**src/rtl/ffha_pkg.sv**
```systemverilog
// shared constants and codes for the first-fit heap allocator
`default_nettype none
package ffha_pkg;
	localparam int HEAP_BYTES_DEF   = 1048576;
	localparam int HEADER_BYTES_DEF = 12;
	localparam int REQ_W            = 21;
	localparam int ADDR_W           = 20;
	localparam logic OP_ALLOC       = 1'b0;
	localparam logic OP_FREE        = 1'b1;
endpackage
`default_nettype wire

```
**src/rtl/ffha_ctrl.sv**
```systemverilog
// sequencer that walks and edits block headers through one memory port
`default_nettype none
module ffha_ctrl #(
	parameter int HEAP_BYTES   = ffha_pkg::HEAP_BYTES_DEF,
	parameter int HEADER_BYTES = ffha_pkg::HEADER_BYTES_DEF,
	parameter int DEPTH        = HEAP_BYTES / 4,
	parameter int IW           = $clog2(DEPTH),
	parameter int PW           = $clog2(DEPTH + 1),
	parameter int SW           = $clog2(HEAP_BYTES + 1),
	parameter int EW           = SW + 1 + PW
) (
	input  wire logic                         clk,
	input  wire logic                         arst_n,
	input  wire logic                         in_valid,
	output logic                              in_ready,
	input  wire logic                         opcode,
	input  wire logic [ffha_pkg::REQ_W-1:0]   req_size,
	input  wire logic [ffha_pkg::ADDR_W-1:0]  block_addr,
	output logic                              out_valid,
	input  wire logic                         out_ready,
	output logic                              ok,
	output logic      [ffha_pkg::ADDR_W-1:0]  addr,
	output logic                              mem_re,
	output logic                              mem_we,
	output logic      [IW-1:0]                mem_addr,
	output logic      [EW-1:0]                mem_wdata,
	input  wire logic [EW-1:0]                mem_rdata
);
	localparam int CW = (SW + 1 > ffha_pkg::REQ_W + 1) ? SW + 1 : ffha_pkg::REQ_W + 1;
	localparam logic [CW-1:0] HEAP_C = CW'(HEAP_BYTES);
	localparam logic [CW-1:0] HDR_C  = CW'(HEADER_BYTES);
	localparam logic [PW-1:0] NONE_C = PW'(DEPTH);
	localparam logic [IW-1:0] LAST_C = IW'(DEPTH - 1);

	typedef enum logic [4:0] {
		S_CLR, S_INIT, S_IDLE, A_RD, A_CK, A_WRN, F_RDM, F_CKM, F_CKN, F_PV,
		F_CKP, F_CLRM, F_WRM, F_FIN, LK_RD, LK_WR, S_DONE
	} state_t;

	state_t          state_q, ret_q;
	logic [CW-1:0]   need_q, lk_byte_q;
	logic [IW-1:0]   cur_q, mm_q, old_q, rover_q, clr_q, nb_q;
	logic [SW-1:0]   sz_q;
	logic [PW-1:0]   prv_q, lk_prev_q;
	logic            ok_r_q, out_valid_q, ok_q;
	logic [ffha_pkg::ADDR_W-1:0] addr_r_q, addr_q;

	logic [SW-1:0]   rd_size;
	logic            rd_free;
	logic [PW-1:0]   rd_prev;
	logic [CW-1:0]   ba, hdr, need_in, cur_b, mm_b, fb_cur, fb_mm, nbb, rem, lk_sum, pv_b;
	logic            free_ok, fit, split;

	assign rd_size = mem_rdata[EW-1 -: SW];
	assign rd_free = mem_rdata[PW];
	assign rd_prev = mem_rdata[PW-1:0];

	assign ba      = CW'(block_addr);
	assign hdr     = ba - HDR_C;
	assign free_ok = (ba >= HDR_C) && (hdr[1:0] == 2'b00) && (hdr < HEAP_C);
	assign need_in = (CW'(req_size) + HDR_C + CW'(3)) & ~CW'(3);
	assign cur_b   = CW'({cur_q, 2'b00});
	assign mm_b    = CW'({mm_q, 2'b00});
	assign pv_b    = CW'({prv_q[IW-1:0], 2'b00});
	assign fb_cur  = cur_b + CW'(rd_size);
	assign fb_mm   = mm_b + CW'(rd_size);
	assign nbb     = cur_b + need_q;
	assign rem     = CW'(rd_size) - need_q;
	assign fit     = rd_free && (CW'(rd_size) >= need_q);
	assign split   = (rem > HDR_C) && (nbb < HEAP_C);
	assign lk_sum  = CW'(rd_size) + CW'(sz_q);

	assign in_ready  = (state_q == S_IDLE);
	assign out_valid = out_valid_q;
	assign ok        = ok_q;
	assign addr      = addr_q;

	// memory command from the current step
	always_comb begin
		mem_re    = 1'b0;
		mem_we    = 1'b0;
		mem_addr  = '0;
		mem_wdata = '0;
		unique case (state_q)
			S_CLR: begin
				mem_we   = 1'b1;
				mem_addr = clr_q;
			end
			S_INIT: begin
				mem_we    = 1'b1;
				mem_wdata = {SW'(HEAP_BYTES), 1'b1, NONE_C};
			end
			A_RD: begin
				mem_re   = 1'b1;
				mem_addr = cur_q;
			end
			A_CK: begin
				if (rd_size != '0 && fit) begin
					mem_we    = 1'b1;
					mem_addr  = cur_q;
					mem_wdata = {split ? need_q[SW-1:0] : rd_size, 1'b0, rd_prev};
				end
			end
			A_WRN: begin
				mem_we    = 1'b1;
				mem_addr  = nb_q;
				mem_wdata = {sz_q, 1'b1, PW'(cur_q)};
			end
			F_RDM: begin
				mem_re   = 1'b1;
				mem_addr = mm_q;
			end
			F_CKM: begin
				if (rd_size != '0 && !rd_free && fb_mm < HEAP_C) begin
					mem_re   = 1'b1;
					mem_addr = fb_mm[IW+1:2];
				end
			end
			F_CKN: begin
				if (rd_free) begin
					mem_we   = 1'b1;
					mem_addr = cur_q;
				end
			end
			F_PV: begin
				if (prv_q < NONE_C) begin
					mem_re   = 1'b1;
					mem_addr = prv_q[IW-1:0];
				end
			end
			F_CKP: begin
				if (rd_free && rd_size != '0) begin
					mem_we    = 1'b1;
					mem_addr  = prv_q[IW-1:0];
					mem_wdata = {lk_sum[SW-1:0], 1'b1, rd_prev};
				end
			end
			F_CLRM: begin
				mem_we   = 1'b1;
				mem_addr = old_q;
			end
			F_WRM: begin
				mem_we    = 1'b1;
				mem_addr  = mm_q;
				mem_wdata = {sz_q, 1'b1, prv_q};
			end
			LK_RD: begin
				if (lk_byte_q < HEAP_C) begin
					mem_re   = 1'b1;
					mem_addr = lk_byte_q[IW+1:2];
				end
			end
			LK_WR: begin
				mem_we    = 1'b1;
				mem_addr  = lk_byte_q[IW+1:2];
				mem_wdata = {rd_size, rd_free, lk_prev_q};
			end
			default: begin
			end
		endcase
	end

	always_ff @(posedge clk or negedge arst_n) begin
		if (!arst_n) begin
			state_q     <= S_CLR;
			ret_q       <= S_DONE;
			clr_q       <= '0;
			rover_q     <= '0;
			out_valid_q <= 1'b0;
			ok_r_q      <= 1'b0;
			addr_r_q    <= '0;
		end else begin
			// the result step owns out_valid_q while it is active
			if (out_valid_q && out_ready && state_q != S_DONE) begin
				out_valid_q <= 1'b0;
			end
			unique case (state_q)
				S_CLR: begin
					clr_q <= clr_q + IW'(1);
					if (clr_q == LAST_C) begin
						state_q <= S_INIT;
					end
				end
				S_INIT: state_q <= S_IDLE;
				S_IDLE: begin
					if (in_valid) begin
						ok_r_q   <= 1'b0;
						addr_r_q <= '0;
						need_q   <= need_in;
						cur_q    <= rover_q;
						mm_q     <= hdr[IW+1:2];
						if (opcode == ffha_pkg::OP_ALLOC) begin
							state_q <= A_RD;
						end else if (free_ok) begin
							state_q <= F_RDM;
						end else begin
							state_q <= S_DONE;
						end
					end
				end
				A_RD: state_q <= A_CK;
				A_CK: begin
					if (rd_size == '0) begin
						state_q <= S_DONE;
					end else if (fit) begin
						ok_r_q   <= 1'b1;
						addr_r_q <= ffha_pkg::ADDR_W'(cur_b + HDR_C);
						if (split) begin
							sz_q      <= rem[SW-1:0];
							nb_q      <= nbb[IW+1:2];
							rover_q   <= nbb[IW+1:2];
							lk_byte_q <= fb_cur;
							lk_prev_q <= PW'(nbb[IW+1:2]);
							ret_q     <= S_DONE;
							state_q   <= A_WRN;
						end else begin
							rover_q <= (fb_cur < HEAP_C) ? fb_cur[IW+1:2] : '0;
							state_q <= S_DONE;
						end
					end else if (fb_cur >= HEAP_C) begin
						state_q <= S_DONE;
					end else begin
						cur_q   <= fb_cur[IW+1:2];
						state_q <= A_RD;
					end
				end
				A_WRN: state_q <= LK_RD;
				F_RDM: state_q <= F_CKM;
				F_CKM: begin
					sz_q  <= rd_size;
					prv_q <= rd_prev;
					cur_q <= fb_mm[IW+1:2];
					if (rd_size == '0 || rd_free) begin
						state_q <= S_DONE;
					end else if (fb_mm < HEAP_C) begin
						state_q <= F_CKN;
					end else begin
						state_q <= F_PV;
					end
				end
				F_CKN: begin
					if (rd_free) begin
						sz_q      <= lk_sum[SW-1:0];
						lk_byte_q <= mm_b + lk_sum;
						lk_prev_q <= PW'(mm_q);
						ret_q     <= F_PV;
						state_q   <= LK_RD;
					end else begin
						state_q <= F_PV;
					end
				end
				F_PV: state_q <= (prv_q < NONE_C) ? F_CKP : F_WRM;
				F_CKP: begin
					if (rd_free && rd_size != '0) begin
						lk_byte_q <= pv_b + lk_sum;
						lk_prev_q <= prv_q;
						old_q     <= mm_q;
						mm_q      <= prv_q[IW-1:0];
						ret_q     <= F_FIN;
						state_q   <= F_CLRM;
					end else begin
						state_q <= F_WRM;
					end
				end
				F_CLRM: state_q <= LK_RD;
				F_WRM: state_q <= F_FIN;
				F_FIN: begin
					ok_r_q <= 1'b1;
					if (mm_q < rover_q) begin
						rover_q <= mm_q;
					end
					state_q <= S_DONE;
				end
				LK_RD: state_q <= (lk_byte_q < HEAP_C) ? LK_WR : ret_q;
				LK_WR: state_q <= ret_q;
				S_DONE: begin
					if (!out_valid_q || out_ready) begin
						out_valid_q <= 1'b1;
						ok_q        <= ok_r_q;
						addr_q      <= addr_r_q;
						state_q     <= S_IDLE;
					end
				end
				default: state_q <= S_IDLE;
			endcase
		end
	end

	a_port_excl: assert property (@(posedge clk) disable iff (!arst_n)
		!(mem_re && mem_we)) else $error("read and write in one cycle");
	a_fail_zero: assert property (@(posedge clk) disable iff (!arst_n)
		(out_valid_q && !ok_q) |-> (addr_q == '0)) else $error("failed result with address");
	a_busy: assert property (@(posedge clk) disable iff (!arst_n)
		(in_valid && in_ready) |=> !in_ready) else $error("ready while working");
	a_rover: assert property (@(posedge clk) disable iff (!arst_n)
		(state_q == S_IDLE) |-> (32'(rover_q) < DEPTH)) else $error("rover out of heap");
endmodule
`default_nettype wire
```
**config.mk**
```make
export PLATFORM = sky130hd
export DESIGN_NAME = ffha_ctrl
export DESIGN_NICKNAME = d
export VERILOG_FILES = /design/src/rtl/ffha_pkg.sv /design/src/rtl/ffha_ctrl.sv
export SDC_FILE = /design/constraint.sdc
export NUM_CORES = 1
export LEC_CHECK = 0
export ABC_CLOCK_PERIOD_IN_PS = 19500
export BUFFER_PORTS_ARGS = -buffer_cell sky130_fd_sc_hd__clkbuf_2
export CORE_UTILIZATION = 30
export DETAILED_ROUTE_END_ITERATION = 16
export PLACE_DENSITY = 0.43
export SLEW_MARGIN = 20
export SYNTH_ARGS = -nofsm -noshare
export SYNTH_HDL_FRONTEND = slang
export SYNTH_SLANG_ARGS = --single-unit
export TNS_END_PERCENT = 30
```
**constraint.sdc**
```tcl
create_clock -name clk -period 19.5 [get_ports clk]
set_clock_uncertainty 0.1 [all_clocks]
set_input_delay 0 -clock clk [delete_from_list [all_inputs] [get_ports clk]]
set_output_delay 0 -clock clk [all_outputs]
set_load 0.01 [all_outputs]
```
After elaboration in Yosys (flattened, before gate mapping)
Cells that the tools add are included.

Register bits: 262. Input port bits: 87. Output and inout bits: 84. Logic and storage cells: 197.

Add/sub/neg operators: 12. $lt $le $gt $ge: 11. Equality and inequality tests: 29. Mux-type cells: 83. Bitwise operators: 1. Reductions and logical operators: 43.

Operators with widths (count): $mux W18 (17); $pmux W41 S6 (1); $pmux W18 S12 (1); $lt A22 B21 Y1 const B (5); $mux W22 (5); $mux W21 (5); $mux W19 (5); $mux W41 (2); $mux W5 (16); $pmux W5 S15 (1); $pmux W18 S2 (2); $add A20 B22 Y22 (3); $pmux W22 S3 (1); $pmux W21 S3 (1); $mux W20 (3); $pmux W19 S3 (1); $pmux W18 S3 (1); $add A20 B21 Y22 (2); $eq A5 B4 Y1 const B (8); $pmux W20 S2 (1); $add A21 B21 Y22 (1); $add A21 B4 Y22 const B (1); $add A22 B2 Y22 const B (1); $ge A21 B22 Y1 (1); other kinds (39) (94).

Logic depth before layout (Yosys ltp)
Gate-level depths: netlist of the first run.

Depth in word-level cells: 8. Mapped depth: 20. Mapped depth without buffers: 18.

Worst setup path before layout of the first run
No wires, ideal clock.

Path kind: flip-flop to flip-flop. Start: register need_q[2]. End: register lk_byte_q[10] (enable). Library setup time: 495 ps. Arrival time: 5521 ps. Required time: 18905 ps. Setup slack: 13384 ps. Stages on the path, launching flop included: 14. Buffers on the path: 1. Clock period less this slack: 6116 ps. Cell sequence: edfxtp_1 > ha_1 > inv_1 > fa_1 > a21oi_1 > o2111ai_1 > nand4_1 > nand2_1 > mux2_2 > nand3_1 > nand4b_1 > nand2_1 > buf_2 > a211oi_1.

Longest elaborated chain between the ends: 5. Elaborated cells between the ends (all ways): 10. Those cells by class: add/sub: 2; order compare: 3; eq/ne: 2; reduce/logical: 3.

RTL lines: from (decl) (RTL line ffha_ctrl.sv:41) `logic [CW-1:0] need_q, lk_byte_q;`; from (signal assigned) (RTL line ffha_ctrl.sv:189) `need_q <= need_in;`; $sub A21 B22 Y22 or $add A20 B22 Y22 (tied branches) (RTL line ffha_ctrl.sv:68, ffha_ctrl.sv:67); $gt A22 B4 Y1 or $lt A22 B21 Y1 (tied branches) (RTL line ffha_ctrl.sv:70) `assign split = (rem > HDR_C) && (nbb < HEAP_C);`; $logic_and A1 B1 Y1 (RTL line ffha_ctrl.sv:70); $ne A2 B2 Y1 (no source line); $reduce_and A7 Y1 (no source line) *; to (signal assigned) (RTL line ffha_ctrl.sv:212) `lk_byte_q <= fb_cur;`; to (signal assigned) (RTL line ffha_ctrl.sv:244) `lk_byte_q <= mm_b + lk_sum;`; to (signal assigned) (RTL line ffha_ctrl.sv:255) `lk_byte_q <= pv_b + lk_sum;`; to (decl) (RTL line ffha_ctrl.sv:41).

Every way passes the cells marked *; elsewhere a longest branch is shown, timed or not. A chain may end at the register's enable or synchronous reset.

Worst setup path in the final report of the first run
Start: register cur_q[7]. End: output mem_wdata[31].

Longest elaborated chain between the ends: 6.

RTL lines: from (decl) (RTL line ffha_ctrl.sv:42) `logic [IW-1:0] cur_q, mm_q, old_q, rover_q, clr_q, nb_q;`; from (signal assigned) (RTL line ffha_ctrl.sv:190) `cur_q <= rover_q;`; from (signal assigned) (RTL line ffha_ctrl.sv:223) `cur_q <= fb_cur[IW+1:2];`; from (signal assigned) (RTL line ffha_ctrl.sv:232) `cur_q <= fb_mm[IW+1:2];`; $add A20 B22 Y22 (RTL line ffha_ctrl.sv:67) `assign nbb = cur_b + need_q;`; $lt A22 B21 Y1 (RTL line ffha_ctrl.sv:70); $logic_and A1 B1 Y1 (RTL line ffha_ctrl.sv:70); $mux W21 (RTL line ffha_ctrl.sv:101) `mem_wdata = {split ? need_q[SW-1:0] : rd_size, 1'b0, rd_prev};`; $mux W41 (RTL line ffha_ctrl.sv:98) `if (rd_size != '0 && fit) begin`; $pmux W41 S6 (RTL line ffha_ctrl.sv:84) `unique case (state_q)`; to (decl) (RTL line ffha_ctrl.sv:26) `output logic [EW-1:0] mem_wdata,`.

No other way between the ends.

==> impl_metrics.ini, run 1 <==
[die]
start_util = 0.304
core_area_um2 = 64600
num_rows = 93
die_x_um = 258
dieArea_um2 = 66400
fp.dieH_um = 258
ios = 171

[clock_tree]
holdBufCountCts = 103
clock_sinks = 254
clockRootBuffer = clkbuf_16
clockBufferDepth = 3
cts_buffers = 36
clk_pin_slew_worst_paths_ns = 0.06
htreeDepth = 2
cts.repair.resized = 0
post_cts_buffers = 0
cts_tree = done
clkLatencyLatePin_ns = 0.56

[sta]
tightest_slew_ns = 1.18
setup_ws_ns = 13.83
fin_crit_ns = 5.67
clock.fmax_ghz = 0.176
maxSlewHeadroom = 0.213
rsz0062_at_grt = false
hold_viol_final = 0
finalSetupViolations = 0
finalSetupTns_ns = 0
slew_viol_final = 0
period_share = 0.291

[global_routing]
grt_pass1_vias = 18200
grt-ovfl-total = 0
met2_usage = 0.429
grt.total_usage = 0.266
use_met1 = 0.354
antenna_found_initial = 2
grt_start_max_net_pins = 67
use_met3 = 0.0414
busiest_layer = met2
grt_pass1_wl_um = 130000

[worst_setup_path]
critPathMaxStageDelay_ns = 0.97
critPathLaunchType = register
worst_ep_required_time_ns = 19.40
crit_type = register to output port
critical_path.top_delay_family = simple AND/OR/NAND/NOR gates
path_common_cell = nor2_1
cp-end-kind = output port
path_buf_inv = 2
crit_arrival_ns = 5.57
worstPathCellList = ha_1 > o21ai_0 > nor2_1 > o21ai_1 > a2111oi_0 > or3_1 > o311ai_2 > or2_2 > buf_4 > nor2_1 > o211ai_1 > clkbuf_2
critical_path.max_fanout = 32
slowest_stage = nor2_1

[final_layout]
final_cell_mix = nand2_1, edfxtp_1, o21ai_0, clkbuf_2, nor2_1
syn2layout_area_growth_pct = 21.0
finish.net_count = 2598
fin_cells = 3256
final_common_cell = nand2_1
drive_above_1_share = 0.139

[drt]
via_per_inst = 5.80
drt-total-wl_um = 90100
via_count = 18900
wl_per_cell_um = 27.7
drt_iter0_markers = 1581
ant_nets = 0
drc = 0
drt-pass1-iter-count = 9

[logic_synthesis]
synth.avg_cell_area_um2 = 9.23
syn_area_um2 = 19600
synth_edf_count = 190
seq_area_frac_synth = 0.372
ys_types = 88
synth_cells = 2127
yosys_warnings = 0
synthFlopType = edfxtp_1
async_reset_ff_frac = 0.252
ys_ff_latch = 254

[pwr]
power_uw = 2700
p_per_area_nw_per_um2 = 114
ir_worst_vdd_mv = 0.0486
p_leak_uw = 0.00954
swShare = 0.426
p_switching_uw = 1150
clkPwrFrac = 0.253
combinationalPowerShare = 0.460
p_int_uw = 1550
p_seq_frac = 0.287

[placed_design]
post-place-ws_ns = 14.20
port_buffers = 168
dp_cells = 3087
dpl.hpwl_um = 67600
gp_congestion = 0.917

[run_status]
status = completed

[min_path]
hold_path_class = primary input to register

[job]
maxCapViolations = 0
-- kinds of logic (layout without fill, tap and decap cells) --
group / after synthesis / in the layout / share of synthesized area
AOI/OAI and AO/OA: 686 / 686 / 0.246
and+or+nand+nor: 657 / 657 / 0.159
DFF: 254 / 254 / 0.372
buffers and inverters: 195 / 467 / 0.0407
xor gates and xnor gates: 155 / 155 / 0.0692
adders and majority gates: 138 / 138 / 0.0903
muxes: 41 / 41 / 0.0221
other: 1 / 3 / 0.000191
-- synthesized netlist by cell type (22+ instances only) --
master	n	area, um2
nand2_1	202	758
edfxtp_1	190	5710
nor2_1	172	646
o21ai_0	167	836
ha_1	132	1650
a21oi_1	117	586
inv_1	89	334
xnor2_1	86	753
a221o_1	78	781
clkbuf_1	72	270
nand3_1	69	345
xor2_1	69	604
dfrtp_1	63	1580
nor3_1	45	225
a31oi_1	33	206
a22o_1	32	280
a22oi_1	31	233
a21o_1	25	188
o211ai_1	23	173
mux2i_1	22	220
nand2b_1	22	138
-- per-layer routing --
metal,share of wire,up-vias,routed length [um]
met1,0.43,9297,38700
met5,0,-,0
met4,0.043,0,3890
li1,-,8654,-
met2,0.46,790,41500
met3,0.066,154,5970
-- per-stage QoR --
step	hold slack, ns	cell area (um2)	utilization
2_1_floorplan	-0.396	19600	-
3_3_place_gp	0.0960	21500	0.333
3_5_place_dp	0.0963	21500	0.333
4_1_cts	0.0143	23700	0.368
5_1_grt	0.0364	23700	0.368
6_report	0.0190	23700	0.368
-- worst register-to-register path, delay by kind of cell, from the launching register on --
kind	cells	cell delay (ns)
DFF	1	0.34
adders and majority gates	1	0.29
buffers and inverters	3	1.36
AOI/OAI and AO/OA	7	2.10
and+or+nand+nor	6	1.05
-- worst paths after layout --
| kind | start | slack, ns | cells after the start | endpoint |
|---|---|---|---|---|
| max | cur_q[7] | 13.83 | 12 | mem_wdata[31] |
| min reg2reg | addr_r_q[7] | 0.35 | 0 | addr[7] |
| min | mem_rdata[22] | 0.02 | 3 | cur_q[0] |
| min in group asynchronous | arst_n | 0.06 | 3 | clr_q[16] |
| max reg2reg | state_q[1] | 14.03 | 17 | lk_byte_q[21] |
| max in group asynchronous | arst_n | 18.65 | 3 | state_q[1] |
-- area by class of cell --
cell class	instances	area [um2]
antenna	1	2.50
clock buffer	48	966
clock inverter	17	223
fill	6601	40800
inverter	90	338
multi-input combinational	1679	11600
sequential	254	7310
tap	855	1070
timing repair buffer	312	2190
-- flip-flops by register name, summed over array words and instances, names as in the netlist, 3 cells and up --
register	flops
sz_q	21
lk_byte_q	20
need_q	20
lk_prev_q	19
prv_q	19
addr	18
addr_r_q	18
clr_q	18
cur_q	18
mm_q	18
nb_q	18
old_q	18
rover_q	18
state_q	5
ret_q	3
-- power groups by stage --
stage,sequential (uW),clock [uW],combinational [uW]
finish,776,682,1240
global route,781,714,1330
detailed placement,785,0,1200
CTS,774,697,1230
floorplan,740,0,775
global placement,783,0,1200
No activity file was read; power rests on OpenSTA's default activity.
==> run 2, diff against run 1 <==
--- a/config.mk
+++ b/config.mk
@@ -5,11 +5,11 @@
 export SDC_FILE = /design/constraint.sdc
 export NUM_CORES = 1
 export LEC_CHECK = 0
-export ABC_CLOCK_PERIOD_IN_PS = 19500
+export ABC_CLOCK_PERIOD_IN_PS = 4640
 export BUFFER_PORTS_ARGS = -buffer_cell sky130_fd_sc_hd__clkbuf_2
 export CORE_UTILIZATION = 30
 export DETAILED_ROUTE_END_ITERATION = 16
-export PLACE_DENSITY = 0.43
+export PLACE_DENSITY = 0.44
 export SLEW_MARGIN = 20
 export SYNTH_ARGS = -nofsm -noshare
 export SYNTH_HDL_FRONTEND = slang
==> constraint.sdc (replaced) <==
create_clock -name clk -period 4.64 [get_ports clk]
set_clock_uncertainty 0.1 [all_clocks]
set_input_delay 0 -clock clk [delete_from_list [all_inputs] [get_ports clk]]
set_output_delay 0 -clock clk [all_outputs]
set_load 0.01 [all_outputs]
==> run 2 against run 1 <==
Effect of this change:
- register-to-register slack got worse by 14 ns
- sequential cell count unchanged
- non-clock buffer count up 129
- largest power group unchanged
- critical path type unchanged
- worst setup slack got worse by 14 ns
- critical path depth increased by 1
- routed wire length up 2.1%
- sequential share of layout area is 1.5 points lower
- cell count grew 3.9%
- clock-buffer cell count increased by 3
- hold slack better by 0.036 ns
- power rose to 4.3 times the previous value
==> impl_metrics.ini, run 2 (synthesis results as in run 1) <==
[run_status]
status = completed

[final_layout]
drive_above_1_share = 0.186
syn2layout_area_growth_pct = 27.2
top_register = sz_q
reg_top3 = sz_q x21, lk_byte_q x20, need_q x20
n_antenna_cell = 0
n_fill_cell = 6595
final_cell_mix = nand2_1, edfxtp_1, clkbuf_2, o21ai_0, nor2_1
fin_area_um2 = 25000
final_common_cell = nand2_1
finish.net_count = 2726
largest_register_ffs = 21

[global_routing]
grt-ovfl-total = 0
grt_pass1_wl_um = 132000
grt_start_max_net_pins = 40
grt_pass1_vias = 18900
grt.total_usage = 0.271
antenna_found_initial = 1

[sta]
clock.fmax_ghz = 0.221
hold_viol_final = 0
finalSetupViolations = 0
slew_viol_final = 0
fin_crit_ns = 4.52
setup_ws_ns = 0.124
finalSetupTns_ns = 0
maxSlewHeadroom = 0.196
period_share = 0.973
tightest_slew_ns = 1.20

[worst_setup_path]
cp-end-kind = output port
critPathLaunchType = register
path_buf_inv = 4
critPathMaxStageDelay_ns = 0.43
critical_path.max_fanout = 9
slowest_stage = ha_1
r2r_slack_ns = 0.26
crit_type = register to output port
crit_arrival_ns = 4.42
worst_ep_required_time_ns = 4.54
critical_path.top_delay_family = compound AO/OA/AOI/OAI gates
worstPathCellList = inv_1 > ha_1 > inv_1 > a311o_1 > a311o_1 > nor4bb_2 > o2111ai_1 > nor4_4 > and4b_2 > nor2_4 > o311ai_4 > buf_4 > clkbuf_2

[placed_design]
dpl.hpwl_um = 71600
placed_area_um2 = 22400
gp_congestion = 0.950
post-place-ws_ns = -0.0957
port_buffers = 168

[pwr]
p_seq_frac = 0.271
clkPwrFrac = 0.247
p_int_uw = 6760
p_leak_uw = 0.0102
swShare = 0.421
p_per_area_nw_per_um2 = 468
p_switching_uw = 4920
combinationalPowerShare = 0.482
power_uw = 11700
ir_worst_vdd_mv = 0.209

[job]
maxCapViolations = 0

[min_path]
hold_path_class = primary input to register

[clock_tree]
cts_tree = done
clockBufferDepth = 3
clkLatencyLatePin_ns = 0.57
cts_buffers = 35
clk_pin_slew_worst_paths_ns = 0.06
htreeDepth = 2
clockRootBuffer = clkbuf_16
clock_sinks = 254

[drt]
via_count = 19400
wl_per_cell_um = 27.2
drt-pass1-iter-count = 6
ant_nets = 0
via_per_inst = 5.75
drc = 0
drt_iter0_markers = 1876
drt-total-wl_um = 92000

[die]
fp.dieH_um = 258
die_x_um = 258
core_area_um2 = 64600
ios = 171
dieArea_um2 = 66400
num_rows = 93
start_util = 0.304
[run 2: cell types whose count changed in the layout (fill, tap and decap cells not counted), moves of 3 or more]
cell and delta:
clkbuf_1 +3, buf_12 +8, a21oi_2 +4, o21ai_0 -3, a21oi_1 -4, dlygate4sd3_1 +9
buf_4 +112, o21ai_1 +3
[run 2: final timing paths]
path                                     from             to  cells past startpoint
worst min-delay path            mem_rdata[28]        sz_q[8]                      4
min in group asynchronous              arst_n     state_q[2]                      4
worst max register to register        sz_q[8]  lk_byte_q[21]                     17
worst min register to register   addr_r_q[10]       addr[10]                      0
max in group asynchronous              arst_n     state_q[1]                      4
worst max-delay path                need_q[7]  mem_wdata[22]                     13
[run 2: layout make-up]
class | instances | area [um2] | area share
multi-input combinational | 1679 | 11800 | 0.472
inverter | 90 | 338 | 0.0135
clock inverter | 12 | 198 | 0.00792
clock buffer | 51 | 988 | 0.0396
tap | 855 | 1070 | 0.0429
sequential | 254 | 7310 | 0.293
timing repair buffer | 441 | 3280 | 0.131
[run 2: timing repair]
| item | 4_1_cts | 5_1_grt |
|---|---|---|
| pin swaps | 2 | 6 |
| setup buffers | 0 | 7 |
| resized for setup | 10 | 22 |
| hold endpoints to repair | 163 | 0 |
| setup endpoints to repair | 17 | 60 |
| hold buffers | 113 | 0 |
[run 2: layer usage]
layer  global-route usage  part of all wire  wire length, um
met1                0.360              0.43            39800
met3               0.0476             0.066             6070
met4                0.123             0.048             4440
met2                0.431              0.45            41600
met5                    0                 0                0
[run 2: worst reg2reg max path, cell delays in order, from the launching register on]
cell and delay (ns):
edfxtp_1 0.40, ha_1 0.23, or3_1 0.43, nor4_1 0.18
o21ai_1 0.17, and3_1 0.22, o21ai_0 0.28, a21oi_1 0.16
xnor2_2 0.23, inv_1 0.07, ha_1 0.34, nor2b_1 0.17
a311oi_2 0.26, nand2b_1 0.15, o21bai_1 0.08, and2_1 0.18
o2111a_1 0.24, a211o_1 0.26
[run 2: per-stage QoR]
stage	cells	utilization	hold WS, ns
after floorplan	2128	-	-0.396
after global placement	3199	0.347	-0.134
after detailed placement	3199	0.347	-0.134
after CTS	3375	0.384	0.0405
after global routing	3382	0.386	0.0250
final	3382	0.386	0.0550
[run 2: power by group through the flow]
stage | clock (uW) | sequential, uW | combinational, uW
5_1_grt | 3020 | 3200 | 6070
6_report | 2880 | 3170 | 5630
4_1_cts | 2930 | 3170 | 5530
2_1_floorplan | 0 | 3110 | 3260
3_5_place_dp | 0 | 3210 | 5390
3_3_place_gp | 0 | 3210 | 5390
==> run 3, diff against run 2 <==
--- a/config.mk
+++ b/config.mk
@@ -5,7 +5,7 @@
 export SDC_FILE = /design/constraint.sdc
 export NUM_CORES = 1
 export LEC_CHECK = 0
-export ABC_CLOCK_PERIOD_IN_PS = 4640
+export ABC_CLOCK_PERIOD_IN_PS = 4100
 export BUFFER_PORTS_ARGS = -buffer_cell sky130_fd_sc_hd__clkbuf_2
 export CORE_UTILIZATION = 30
 export DETAILED_ROUTE_END_ITERATION = 16
==> constraint.sdc (replaced) <==
create_clock -name clk -period 4.1 [get_ports clk]
set_clock_uncertainty 0.1 [all_clocks]
set_input_delay 0 -clock clk [delete_from_list [all_inputs] [get_ports clk]]
set_output_delay 0 -clock clk [all_outputs]
set_load 0.01 [all_outputs]
==> run 3 against run 2 <==
Effect of this change:
- the flow now finishes with violations (setup timing)
- clock-buffer cell count decreased by 5
- sequential share of layout area decreased by 1.7 points
- cell area increased by 6.3%
- non-clock buffer count increased by 125
- via count increased by 2.9%
- critical endpoint is now mem_wdata[37]
- largest power group unchanged
- highest routed layer unchanged
==> impl_metrics.ini, run 3 (synthesis results as in run 1) <==
[sta]
finalSetupTns_ns = -0.976
tightest_slew_ns = 1.02
slew_viol_final = 0
fin_crit_ns = 4.23
clock.fmax_ghz = 0.236
maxSlewHeadroom = 0.321
hold_viol_final = 0
rsz0062_at_grt = true
period_share = 1.03
finalSetupViolations = 17
setup_ws_ns = -0.133
hold_ws_ns = 0.0600

[final_layout]
final_common_cell = buf_4
top_register = sz_q
largest_register_ffs = 21
fin_util = 0.411
multi_input_area_um2 = 12300
finish.net_count = 2852
reg_top3 = sz_q x21, lk_byte_q x20, need_q x20
fin_area_um2 = 26500
drive_above_1_share = 0.255
ff_latch_area_um2 = 7310
final_cell_mix = buf_4, nand2_1, edfxtp_1, nor2_1, o21ai_0
syn2layout_area_growth_pct = 35.2
n_fill_cell = 6481

[global_routing]
grt-ovfl-total = 0
grt_start_max_net_pins = 48
grt_pass1_vias = 19300
antenna_found_initial = 4
grt_pass1_wl_um = 131000
grt.total_usage = 0.269

[clock_tree]
clockBufferDepth = 3
htreeDepth = 2
clkLatencyLatePin_ns = 0.56
clockRootBuffer = clkbuf_16
clock_sinks = 254
cts_tree = done
cts_buffers = 36
clk_pin_slew_worst_paths_ns = 0.05

[die]
ios = 171
die_x_um = 258
core_area_um2 = 64600
dieArea_um2 = 66400
num_rows = 93
fp.dieH_um = 258
start_util = 0.304

[worst_setup_path]
critical_path.max_fanout = 8
crit_arrival_ns = 4.13
worst_ep_required_time_ns = 4.00
crit_type = register to output port
critPathMaxStageDelay_ns = 0.54
slowest_stage = or4_1
critPathLaunchType = register
r2r_slack_ns = -0.05
cp-end-kind = output port
worstPathCellList = inv_2 > ha_2 > or4_1 > o211ai_1 > a21oi_1 > nor2_1 > mux2_2 > nor3_2 > and4b_4 > buf_8 > nor3_4 > a221o_1 > clkbuf_2

[drt]
drc = 0
ant_nets = 0
wl_per_cell_um = 26.1
via_per_inst = 5.70
drt-pass1-iter-count = 6
drt-total-wl_um = 91800
via_count = 20000
drt_iter0_markers = 1878

[placed_design]
gp_congestion = 0.996
dpl.hpwl_um = 71300
placed_area_um2 = 23100
port_buffers = 168

[job]
maxCapViolations = 0

[pwr]
p_leak_uw = 0.0110
ir_worst_vdd_mv = 0.252
power_uw = 13800
p_per_area_nw_per_um2 = 521

[run_status]
failed_checks = setup timing
status = finished, violations left

[min_path]
hold_path_class = primary input to register
## run 3: cell count changes in the layout (fill, tap and decap cells not counted), moves of 6 or more
cell      before  now
buf_12         8   15
ha_1         131  123
buf_2          1   15
ha_2           1    7
o311ai_2       1   12
o21ai_0      164  153
clkbuf_2     166  150
buf_4        153  259
o21ai_1        4   10
buf_6          1   12
a21oi_1      113  106
o311ai_1      10    3
## run 3: power breakdown
group,internal (uW),total [uW],switching (uW)
registers,3290,3560,273
logic,2910,7150,4240
clock network,1810,3110,1300
## run 3: path summary, 6_finish.rpt
check	from	to	depth (start not counted)
setup / recovery	need_q[6]	mem_wdata[37]	13
max in group asynchronous	arst_n	clr_q[0]	3
hold / removal	req_size[1]	need_q[6]	4
setup reg to reg	sz_q[0]	lk_byte_q[21]	18
min in group asynchronous	arst_n	state_q[1]	3
hold reg to reg	addr_r_q[2]	addr[2]	0
## run 3: worst max-delay path, delay by kind of cell, from the launching register on
kind | cells | cell delay [ns]
AND/OR/NAND/NOR | 5 | 1.43
multiplexers | 1 | 0.38
flip-flops | 1 | 0.42
buffers and inverters | 3 | 0.42
AO/OA/AOI/OAI | 3 | 0.59
adder cells (fa/ha/maj) | 1 | 0.34
## run 3: repair_timing
item | CTS | global route
hold buffers | 110 | 0
pin swaps | 36 | 60
setup endpoints to repair | 66 | 166
cloned | 1 | 2
buffers inserted | 27 | 21
endpoints found under the hold margin | 144 | 0
resized for setup | 93 | 91
## run 3: cell type report
type | count | area share
antenna | 1 | 0.0000943
clock buffer | 46 | 0.0365
clock inverter | 20 | 0.00632
inverter | 90 | 0.0127
multi-input combinational | 1679 | 0.463
sequential | 254 | 0.275
tap | 855 | 0.0403
timing repair buffer | 566 | 0.166
## run 3: through the flow
stage                     cells  setup slack [ns]
after floorplan            2128            -0.131
after global placement     3284            -0.301
after detailed placement   3284            -0.317
after CTS                  3488            -0.163
after global routing       3510            -0.259
final                      3511            -0.133
## run 3: layer usage
metal / track usage / vias up / share of wire
li1: - / 9150 / -
met1: 0.363 / 9821 / 0.43
met2: 0.428 / 844 / 0.45
met3: 0.0382 / 182 / 0.070
met4: 0.122 / 0 / 0.049
met5: 0 / - / 0
